`config.mk`:
```
export PLATFORM = sky130hd
export DESIGN_NAME = sip_transaction_retransmit_timers
export DESIGN_NICKNAME = d
export VERILOG_FILES = /design/src/rtl/sip_trt_pkg.sv /design/src/rtl/sip_transaction_retransmit_timers.sv
export SDC_FILE = /design/constraint.sdc
export NUM_CORES = 2
export LEC_CHECK = 0
export BUFFER_PORTS_ARGS = -buffer_cell sky130_fd_sc_hd__buf_2
export CORE_MARGIN = 3
export CORE_UTILIZATION = 55
export DETAILED_ROUTE_END_ITERATION = 10
export GPL_TIMING_DRIVEN = 0
export MAX_ROUTING_LAYER = met4
export PLACE_DENSITY = 0.67
export SLEW_MARGIN = 20
export SYNTH_ARGS = -nofsm -noshare
export SYNTH_HDL_FRONTEND = slang
export SYNTH_SLANG_ARGS = --single-unit
```
`constraint.sdc`:
```
create_clock -name clock -period 31.2 [get_ports clock]
set_input_delay 7.8 -clock clock [delete_from_list [all_inputs] [get_ports clock]]
set_output_delay 7.8 -clock clock [all_outputs]
set_load 0.1 [all_outputs]
```
`src/rtl/sip_trt_pkg.sv`:
```
// ----------------------------------------------------------------------------
// sip_trt_pkg
// Shared types and constants for the transaction retransmit timer block.
// ----------------------------------------------------------------------------
`default_nettype none

package sip_trt_pkg;

   // Table size and derived index width
   localparam int SLOTS  = 16;
   localparam int SLOT_W = (SLOTS > 1) ? $clog2(SLOTS) : 1;

   // Field widths fixed by the interface
   localparam int T1_W     = 16;
   localparam int T2_W     = 20;
   localparam int RING_W   = 24;
   localparam int CSR_W    = 24;
   localparam int CSR_AW   = 2;
   localparam int TIME_W   = 32;
   localparam int SLOTID_W = 4;
   localparam int TIMEOUT_SHIFT = 6;  // timeout is 64 times t1

   // Reset values of the timer registers
   localparam logic [T1_W-1:0]   T1_RESET   = 16'd500;
   localparam logic [T2_W-1:0]   T2_RESET   = 20'd4000;
   localparam logic [RING_W-1:0] RING_RESET = 24'd180000;

   // Register indexes on the csr port
   localparam logic [CSR_AW-1:0] CSR_T1   = 2'd0;
   localparam logic [CSR_AW-1:0] CSR_T2   = 2'd1;
   localparam logic [CSR_AW-1:0] CSR_RING = 2'd2;

   typedef enum logic [1:0] {
      OP_OPEN  = 2'd0,
      OP_PROV  = 2'd1,
      OP_FINAL = 2'd2,
      OP_TICK  = 2'd3
   } op_type;

   typedef enum logic [1:0] {
      KIND_DONE    = 2'd0,
      KIND_BUSY    = 2'd1,
      KIND_RESEND  = 2'd2,
      KIND_TIMEOUT = 2'd3
   } kind_type;

   typedef enum logic [2:0] {
      ST_IDLE,
      ST_OP,
      ST_WALK,
      ST_WRITE,
      ST_FLUSH
   } state_type;

   // One row of the slot table memory
   typedef struct packed {
      logic              invite;
      logic              resending;
      logic [TIME_W-1:0] interval;
      logic [TIME_W-1:0] retry_at;
      logic [TIME_W-1:0] deadline;
   } entry_type;

endpackage

`default_nettype wire

```
`src/rtl/sip_transaction_retransmit_timers.sv`:
```
// ----------------------------------------------------------------------------
// sip_transaction_retransmit_timers
// Slot table of transaction timers: open, provisional, final and tick beats,
// with retransmit and timeout reports on the response stream.
// ----------------------------------------------------------------------------
//
//  Channel | Direction | Beat contents
//  --------+-----------+-----------------------------------------------------
//  req_*   | in        | tuser: op, is_invite   tdata: slot, now_ms
//  rsp_*   | out       | tuser: kind            tdata: slot_out  tlast: last
//  csr_*   | in        | write enable, register index, write data
//
//  Open, provisional and final pass through ST_OP, which waits for the output
//  register. A tick runs ST_WALK, a ST_WRITE per retransmitted slot, then
//  ST_FLUSH; the walk reads one table row per cycle through the single read port
//  unless a rsp stall holds it. One beat is worked on at a time; the output
//  register lets the next req beat be taken while a response still waits.
//  Reset clears all valid bits at once; table rows need no clearing pass.
//
`default_nettype none

module sip_transaction_retransmit_timers (
   input  wire logic        clock,
   input  wire logic        reset,
   // req: tdata = slot[3:0], now_ms[35:4], zero [39:36]
   //      tuser = op[1:0], is_invite[2]
   input  wire logic        req_tvalid,
   output logic             req_tready,
   input  wire logic [39:0] req_tdata,
   input  wire logic [2:0]  req_tuser,
   // rsp: tdata = slot_out[3:0], zero [7:4]; tuser = kind[1:0]
   output logic             rsp_tvalid,
   input  wire logic        rsp_tready,
   output logic [7:0]       rsp_tdata,
   output logic [1:0]       rsp_tuser,
   output logic             rsp_tlast,
   // csr
   input  wire logic        csr_we,
   input  wire logic [sip_trt_pkg::CSR_AW-1:0] csr_addr,
   input  wire logic [sip_trt_pkg::CSR_W-1:0]  csr_wdata
);

   localparam int SLOTS  = sip_trt_pkg::SLOTS;
   localparam int SLOT_W = sip_trt_pkg::SLOT_W;
   localparam int TIME_W = sip_trt_pkg::TIME_W;
   localparam int SID_W  = sip_trt_pkg::SLOTID_W;
   localparam logic [SLOT_W-1:0] LAST_IDX = SLOT_W'(SLOTS - 1);

   // Wrap-safe "now has reached at"
   function automatic logic reached(input logic [TIME_W-1:0] now,
                                    input logic [TIME_W-1:0] at);
      logic [TIME_W-1:0] diff;
      diff = now - at;
      return !diff[TIME_W-1];
   endfunction

   // Timer registers
   logic [sip_trt_pkg::T1_W-1:0]   t1_ff;
   logic [sip_trt_pkg::T2_W-1:0]   t2_ff;
   logic [sip_trt_pkg::RING_W-1:0] ring_ff;

   // Control state
   sip_trt_pkg::state_type state_ff, state_in;
   logic [SLOTS-1:0]       valid_ff, valid_in;
   logic [SLOT_W-1:0]      idx_ff, idx_in;
   logic                   pend_valid_ff, pend_valid_in;
   logic                   rsp_valid_ff, rsp_valid_in;

   // Payload registers
   sip_trt_pkg::op_type    op_ff, op_in;
   logic [SID_W-1:0]       slot_ff, slot_in;
   logic                   inside_ff, inside_in;
   logic                   invite_ff, invite_in;
   logic [TIME_W-1:0]      now_ff, now_in;
   logic [TIME_W-1:0]      nv_ff, nv_in;
   sip_trt_pkg::kind_type  pend_kind_ff, pend_kind_in;
   logic [SID_W-1:0]       pend_slot_ff, pend_slot_in;
   sip_trt_pkg::kind_type  rsp_kind_ff, rsp_kind_in;
   logic [SID_W-1:0]       rsp_slot_ff, rsp_slot_in;
   logic                   rsp_last_ff, rsp_last_in;

   // Slot table memory, one write and one read port
   sip_trt_pkg::entry_type entry_ram_ff [SLOTS];
   sip_trt_pkg::entry_type rd_data_ff;
   logic                   rd_en;
   logic [SLOT_W-1:0]      rd_addr;
   logic                   wr_en;
   logic [SLOT_W-1:0]      wr_addr;
   sip_trt_pkg::entry_type wr_data;

   // Walk and op helpers
   logic                   req_fire;
   logic                   out_free;
   logic                   emit_ok;
   logic                   cur_valid;
   logic                   dl_hit;
   logic                   rs_hit;
   logic [TIME_W-1:0]      dbl;
   logic [TIME_W-1:0]      capped;
   logic [TIME_W-1:0]      t1_ext;
   logic [TIME_W-1:0]      t2_ext;
   logic [TIME_W-1:0]      ring_ext;
   sip_trt_pkg::op_type    req_op;
   logic [SID_W-1:0]       req_slot;

   assign req_tready = (state_ff == sip_trt_pkg::ST_IDLE);
   assign req_fire   = req_tvalid && req_tready;
   assign req_op     = sip_trt_pkg::op_type'(req_tuser[1:0]);
   assign req_slot   = req_tdata[SID_W-1:0];

   assign rsp_tvalid = rsp_valid_ff;
   assign rsp_tdata  = {4'b0, rsp_slot_ff};
   assign rsp_tuser  = rsp_kind_ff;
   assign rsp_tlast  = rsp_last_ff;

   assign out_free  = !rsp_valid_ff || rsp_tready;
   assign emit_ok   = !pend_valid_ff || out_free;
   assign cur_valid = valid_ff[idx_ff];

   assign t1_ext   = TIME_W'(t1_ff);
   assign t2_ext   = TIME_W'(t2_ff);
   assign ring_ext = TIME_W'(ring_ff);

   // Evaluate the row that the walk has just read
   assign dl_hit = reached(now_ff, rd_data_ff.deadline);
   assign rs_hit = rd_data_ff.resending && reached(now_ff, rd_data_ff.retry_at);
   assign dbl    = rd_data_ff.interval[TIME_W-1] ? '1 : {rd_data_ff.interval[TIME_W-2:0], 1'b0};
   assign capped = (!rd_data_ff.invite && (dbl > t2_ext)) ? t2_ext : dbl;

   // Timer registers
   always_ff @(posedge clock) begin
      if (reset) begin
         t1_ff   <= sip_trt_pkg::T1_RESET;
         t2_ff   <= sip_trt_pkg::T2_RESET;
         ring_ff <= sip_trt_pkg::RING_RESET;
      end else if (csr_we) begin
         case (csr_addr)
            sip_trt_pkg::CSR_T1:   t1_ff   <= csr_wdata[sip_trt_pkg::T1_W-1:0];
            sip_trt_pkg::CSR_T2:   t2_ff   <= csr_wdata[sip_trt_pkg::T2_W-1:0];
            sip_trt_pkg::CSR_RING: ring_ff <= csr_wdata;
            default: ;
         endcase
      end
   end

   // Next state, table access and response loading
   always_comb begin
      state_in      = state_ff;
      valid_in      = valid_ff;
      idx_in        = idx_ff;
      pend_valid_in = pend_valid_ff;
      pend_kind_in  = pend_kind_ff;
      pend_slot_in  = pend_slot_ff;
      rsp_valid_in  = rsp_valid_ff && !rsp_tready;
      rsp_kind_in   = rsp_kind_ff;
      rsp_slot_in   = rsp_slot_ff;
      rsp_last_in   = rsp_last_ff;
      op_in         = op_ff;
      slot_in       = slot_ff;
      inside_in     = inside_ff;
      invite_in     = invite_ff;
      now_in        = now_ff;
      nv_in         = nv_ff;
      rd_en         = 1'b0;
      rd_addr       = idx_ff;
      wr_en         = 1'b0;
      wr_addr       = idx_ff;
      wr_data       = rd_data_ff;

      case (state_ff)
         sip_trt_pkg::ST_IDLE: begin
            // Take a beat and start the table read it needs
            if (req_fire) begin
               op_in     = req_op;
               slot_in   = req_slot;
               inside_in = (32'(req_slot) < SLOTS);
               invite_in = req_tuser[2];
               now_in    = req_tdata[SID_W +: TIME_W];
               rd_en     = 1'b1;
               if (req_op == sip_trt_pkg::OP_TICK) begin
                  idx_in   = '0;
                  rd_addr  = '0;
                  state_in = sip_trt_pkg::ST_WALK;
               end else begin
                  idx_in   = SLOT_W'(req_slot);
                  rd_addr  = SLOT_W'(req_slot);
                  state_in = sip_trt_pkg::ST_OP;
               end
            end
         end

         sip_trt_pkg::ST_OP: begin
            // Apply a slot operation and answer with one beat
            if (out_free) begin
               rsp_valid_in = 1'b1;
               rsp_slot_in  = slot_ff;
               rsp_last_in  = 1'b1;
               rsp_kind_in  = sip_trt_pkg::KIND_DONE;
               state_in     = sip_trt_pkg::ST_IDLE;
               case (op_ff)
                  sip_trt_pkg::OP_OPEN: begin
                     if (!inside_ff || cur_valid) begin
                        rsp_kind_in = sip_trt_pkg::KIND_BUSY;
                     end else begin
                        valid_in[idx_ff]  = 1'b1;
                        wr_en             = 1'b1;
                        wr_data.invite    = invite_ff;
                        wr_data.resending = 1'b1;
                        wr_data.interval  = t1_ext;
                        wr_data.retry_at  = now_ff + t1_ext;
                        wr_data.deadline  = now_ff + (t1_ext << sip_trt_pkg::TIMEOUT_SHIFT);
                     end
                  end
                  sip_trt_pkg::OP_PROV: begin
                     if (!inside_ff || !cur_valid) begin
                        rsp_kind_in = sip_trt_pkg::KIND_BUSY;
                     end else begin
                        wr_en = 1'b1;
                        if (rd_data_ff.invite) begin
                           wr_data.resending = 1'b0;
                           wr_data.deadline  = now_ff + ring_ext;
                        end else begin
                           wr_data.interval = t2_ext;
                        end
                     end
                  end
                  sip_trt_pkg::OP_FINAL: begin
                     if (!inside_ff || !cur_valid) begin
                        rsp_kind_in = sip_trt_pkg::KIND_BUSY;
                     end else begin
                        valid_in[idx_ff] = 1'b0;
                     end
                  end
                  default: ;
               endcase
            end
         end

         sip_trt_pkg::ST_WALK: begin
            if (!cur_valid || (!dl_hit && !rs_hit)) begin
               // Nothing due: advance
               if (idx_ff == LAST_IDX) begin
                  state_in = sip_trt_pkg::ST_FLUSH;
               end else begin
                  rd_en   = 1'b1;
                  rd_addr = idx_ff + 1'b1;
                  idx_in  = idx_ff + 1'b1;
               end
            end else if (emit_ok) begin
               // Push the held report out, hold this one
               if (pend_valid_ff) begin
                  rsp_valid_in = 1'b1;
                  rsp_kind_in  = pend_kind_ff;
                  rsp_slot_in  = pend_slot_ff;
                  rsp_last_in  = 1'b0;
               end
               pend_valid_in = 1'b1;
               pend_slot_in  = SID_W'(idx_ff);
               if (dl_hit) begin
                  pend_kind_in     = sip_trt_pkg::KIND_TIMEOUT;
                  valid_in[idx_ff] = 1'b0;
                  if (idx_ff == LAST_IDX) begin
                     state_in = sip_trt_pkg::ST_FLUSH;
                  end else begin
                     rd_en   = 1'b1;
                     rd_addr = idx_ff + 1'b1;
                     idx_in  = idx_ff + 1'b1;
                  end
               end else begin
                  pend_kind_in = sip_trt_pkg::KIND_RESEND;
                  nv_in        = capped;
                  state_in     = sip_trt_pkg::ST_WRITE;
               end
            end
         end

         sip_trt_pkg::ST_WRITE: begin
            // Reschedule the slot and read the next row
            wr_en             = 1'b1;
            wr_data.interval  = nv_ff;
            wr_data.retry_at  = now_ff + nv_ff;
            if (idx_ff == LAST_IDX) begin
               state_in = sip_trt_pkg::ST_FLUSH;
            end else begin
               rd_en    = 1'b1;
               rd_addr  = idx_ff + 1'b1;
               idx_in   = idx_ff + 1'b1;
               state_in = sip_trt_pkg::ST_WALK;
            end
         end

         sip_trt_pkg::ST_FLUSH: begin
            // Close the tick: last report, or a single done beat
            if (out_free) begin
               rsp_valid_in  = 1'b1;
               rsp_last_in   = 1'b1;
               pend_valid_in = 1'b0;
               state_in      = sip_trt_pkg::ST_IDLE;
               if (pend_valid_ff) begin
                  rsp_kind_in = pend_kind_ff;
                  rsp_slot_in = pend_slot_ff;
               end else begin
                  rsp_kind_in = sip_trt_pkg::KIND_DONE;
                  rsp_slot_in = '0;
               end
            end
         end

         default: state_in = sip_trt_pkg::ST_IDLE;
      endcase
   end

   // Control registers
   always_ff @(posedge clock) begin
      if (reset) begin
         state_ff      <= sip_trt_pkg::ST_IDLE;
         valid_ff      <= '0;
         pend_valid_ff <= 1'b0;
         rsp_valid_ff  <= 1'b0;
      end else begin
         state_ff      <= state_in;
         valid_ff      <= valid_in;
         pend_valid_ff <= pend_valid_in;
         rsp_valid_ff  <= rsp_valid_in;
      end
   end

   // Payload registers
   always_ff @(posedge clock) begin
      idx_ff       <= idx_in;
      op_ff        <= op_in;
      slot_ff      <= slot_in;
      inside_ff    <= inside_in;
      invite_ff    <= invite_in;
      now_ff       <= now_in;
      nv_ff        <= nv_in;
      pend_kind_ff <= pend_kind_in;
      pend_slot_ff <= pend_slot_in;
      rsp_kind_ff  <= rsp_kind_in;
      rsp_slot_ff  <= rsp_slot_in;
      rsp_last_ff  <= rsp_last_in;
   end

   // Slot table memory; a row is never written and read in the same cycle
   always_ff @(posedge clock) begin
      if (wr_en) begin
         entry_ram_ff[wr_addr] <= wr_data;
      end
      if (rd_en) begin
         rd_data_ff <= entry_ram_ff[rd_addr];
      end
   end

   // Read and write never hit the same row at once
   a_no_rw_overlap: assert property (@(posedge clock) disable iff (reset)
      (wr_en && rd_en) |-> (wr_addr != rd_addr))
      else $error("table read and write collide on one row");

   // A rescheduled slot is still open
   a_write_valid: assert property (@(posedge clock) disable iff (reset)
      (state_ff == sip_trt_pkg::ST_WRITE) |-> valid_ff[idx_ff])
      else $error("reschedule of a freed slot");

   // Held reports exist only during a tick
   a_pend_in_tick: assert property (@(posedge clock) disable iff (reset)
      pend_valid_ff |-> (state_ff == sip_trt_pkg::ST_WALK ||
                         state_ff == sip_trt_pkg::ST_WRITE ||
                         state_ff == sip_trt_pkg::ST_FLUSH))
      else $error("held report outside a tick");

   // A slot operation goes straight to its single answer step
   a_op_path: assert property (@(posedge clock) disable iff (reset)
      (req_fire && req_op != sip_trt_pkg::OP_TICK) |=> (state_ff == sip_trt_pkg::ST_OP))
      else $error("slot operation did not enter its answer step");

endmodule

`default_nettype wire

```
==> results.yml <==
setup_path:
  cp-start-kind: "primary input"
  critPathKind: "primary input to register"
  worstReg2RegEnd: "rd_data_ff[54]$_DFFE_PP_"
  cp_num_cells: 13
  max_stage_delay_ns: 0.81
  path_cells: "buf_2, nor2b_1, clkbuf_1, and2_1, o221ai_1, a221oi_2, buf_2, buf_2, buf_4, mux2i_1, mux2i_1, a22oi_1, nand3_1"
  crit_path_end_kind: "register"
  worstPathRequired_ns: 31.68
  critPathSlowestCell: "buf_2"
  r2r_setup_slack_ns: 24.43
  crit_buf_inv: 5
  cp_common_cell: "buf_2"
  r2r_cells: 14
  cp.arrival_ns: 11.84
  cpLargestDelayFamily: "buffers and inverters"
  path_max_fanout: 10
  worst_r2r_startpoint: "now_ff[17]$_DFFE_PP_"
power:
  cellPowerDensity_nw_per_um2: 84.1
  p_leak_nw: 32.4
  irDropWorstVdd_mv: 0.0712
die:
  start_util_pct: 55.6
  die_area_um2: 150000
  core-area_um2: 144000
  num_io_pins: 87
  rows: 139
  die_w_um: 388
  die_height_um: 388
hold_path:
  min_from: "idx_ff[3]$_DFF_P_"
  hold_depth: 0
  min_to: "pend_slot_ff[3]$_DFFE_PP_"
  holdCritPathClass: "register to register"
sta:
  relSlewSlack_pct: 22.4
  holdWs_ns: 0.428
  rsz0062_at_grt: "false"
  timing.fmax_mhz: 88.0
  skew_ns: 0.0509
  hold_viol: 0
  tightestPinTransition_ns: 1.16
  setup_viol: 0
  finalCriticalPeriod_ns: 11.36
  fin_tns_setup_ns: 0
  finalCritPeriodShare_pct: 36.4
  drv_slew: 0
synth:
  synthMuxAreaShare_pct: 13.3
  synthArstFlopShare_pct: 0
  synth_top_family_by_area: "multiplexers"
  ys_warn_count: 0
  syn_inst: 5316
  seq_area_frac_synth_pct: 67.7
  ys.flop_type: "edfxtp_1"
  synth_simple_gate_area_share_pct: 5.17
  synth_cell_type_count: 81
  synth_area_um2: 80100
  avgSynthCellArea_um2: 15.1
  synthTopCellsByArea: "edfxtp_1 66%, mux2i_1 10%, ha_1 2.7%"
  synth_compound_area_share_pct: 7.46
  synth_fa_ha_area_share_pct: 2.82
  synth_top_area_share_pct: 65.6
  synth_xor_area_share_pct: 1.07
  yosys.area.top_type: "edfxtp_1"
  ys_seq_elements: 1834
  synth_edf_count: 1749
drt:
  drt_iter0_drc: 5152
  wl_met2_um: 101000
  finalWirelength_um: 222000
  drc: 0
  wl_per_cell_um: 28.4
  drtAntennaViolNets: 0
  highest_layer: "met4"
  vias_per_cell: 6.18
  wl_met3_um: 17500
  drtPass1Iterations: 7
  wl_met1_um: 95400
  vias: 48200
cts:
  cts_setup_buffers: 0
  numCtsBuffers: 184
  cts_tree: "built"
  cts_resized: 0
  clock_latency_ns: 0.82
  clock_sinks: 1834
  htreeDepth: 4
  cts.clk_slew.worst_paths_ns: 0.06
  cts_buffer_depth: 3
  postCtsHoldBufs: 0
  cts_root_buf: "clkbuf_16"
cells_and_area:
  drive_above_1_share_pct: 15.1
  fillers: 10600
  layout_common_cells: "1,749 x edfxtp_1, 806 x mux2i_1, 442 x nand2_1, 206 x o211ai_1, 185 x clkbuf_16"
  fin_area_um2: 91300
  layout_commonest_cell: "edfxtp_1"
  final_nets: 5990
  area_delta_synth_final_pct: 14.0
grt:
  gr-total-overflow: 0
  grt_max_degree: 54
  grt_pass1_vias: 46500
  grt_first_pass_wirelength_um: 322000
  grt.total_usage_pct: 30.3
  antenna_found_initial: 21
run:
  max-cap-violations: 0
placement:
  io_buffers: 77
  gp_congestion: 0.969
  dpl_cell_area_um2: 85300
  dp_hpwl_um: 159000
status:
  outcome: "finished clean"
==> Yosys cell counts, drive strengths merged (85+ instances only) <==
| cell | n |
|---|---|
| ha | 174 |
| inv | 124 |
| a22oi | 134 |
| dfxtp | 85 |
| o211ai | 206 |
| nor2 | 122 |
| edfxtp | 1749 |
| buf | 166 |
| nand2 | 442 |
| clkbuf | 114 |
| mux2 | 216 |
| nand3 | 146 |
| a21oi | 156 |
| mux2i | 807 |
| o21ai | 104 |
==> stage by stage <==
stage | util (%) | instances | worst slack [ns] | total power [mW]
after floorplan | - | 5319 | 15.38 | 4.68
after global placement | 57.5 | 7299 | 7.47 | 5.47
after detailed placement | 59.2 | 7455 | 18.95 | 5.54
after CTS | 63.3 | 7789 | 19.80 | 7.70
after global routing | 63.4 | 7798 | 19.72 | 7.97
final | 63.4 | 7804 | 19.84 | 7.67
==> metal layers <==
metal	track usage, %	vias up
li1	-	21500
met1	42.8	24400
met2	45.2	1917
met3	5.03	354
met4	9.78	0
met5	-	-
==> report_power, final <==
group          leakage [nW]  internal [mW]  switching, mW
Combinational          13.0          0.751           1.50
Clock                  2.86           1.23          0.933
Sequential             16.6           3.16         0.0955
Total                  32.4           5.14           2.53
==> sequential cells by signal (all words and copies together), names as in the netlist, 16 cells and up, named ones only <==
| register | flops |
|---|---|
| now_ff | 32 |
| ring_ff | 24 |
| t1_ff | 16 |
| t2_ff | 20 |
| nv_ff | 32 |
| entry_ram_ff | 1568 |
| rd_data_ff | 98 |
==> area by class of cell <==
| class | instances | area [um^2] | area share (%) |
|---|---|---|---|
| clock inverter | 107 | 1050 | 1.15 |
| timing repair buffer | 233 | 2590 | 2.84 |
| sequential | 1834 | 54200 | 59.4 |
| buffer | 280 | 1520 | 1.67 |
| inverter | 124 | 465 | 0.510 |
| multi-input combinational | 3081 | 24200 | 26.5 |
| clock buffer | 227 | 4830 | 5.29 |
| antenna | 15 | 37.5 | 0.0411 |
| tap | 1903 | 2380 | 2.61 |
==> how the worst max path moves through the flow <==
stage,start,endpoint,slack [ns]
after global routing,rsp_tready,rd_data_ff[55]$_DFFE_PP_,19.72
final,rsp_tready,rd_data_ff[54]$_DFFE_PP_,19.84
after floorplan,rsp_tready,entry_ram_ff[2][0]$_DFFE_PP_,15.38
after detailed placement,rsp_tready,entry_ram_ff[4][31]$_DFFE_PP_,18.95
after global placement,rsp_tready,entry_ram_ff[2][70]$_DFFE_PP_,7.47
after CTS,rsp_tready,entry_ram_ff[14][31]$_DFFE_PP_,19.80
==> worst register-to-register path, cell delays in order, from the launching register on <==
cell and delay [ns]:
edfxtp_1 0.73, ha_1 0.48, nand4_1 0.19, nor4_1 0.78
o2111ai_1 0.51, a311oi_1 0.74, o221ai_1 0.24, a221oi_2 0.36
buf_2 0.32, buf_2 0.81, buf_4 0.42, mux2i_1 0.22
mux2i_1 0.09, a22oi_1 0.32, nand3_1 0.24
==> logic make-up after synthesis <==
group / after synthesis
XOR/XNOR: 98
adder cells (fa/ha/maj): 178
AND/OR/NAND/NOR: 914
other: 1
buffers and inverters: 404
flip-flops: 1834
multiplexers: 1028
AO/OA/AOI/OAI: 859
Note: power is estimated with default switching activity, not from simulation.
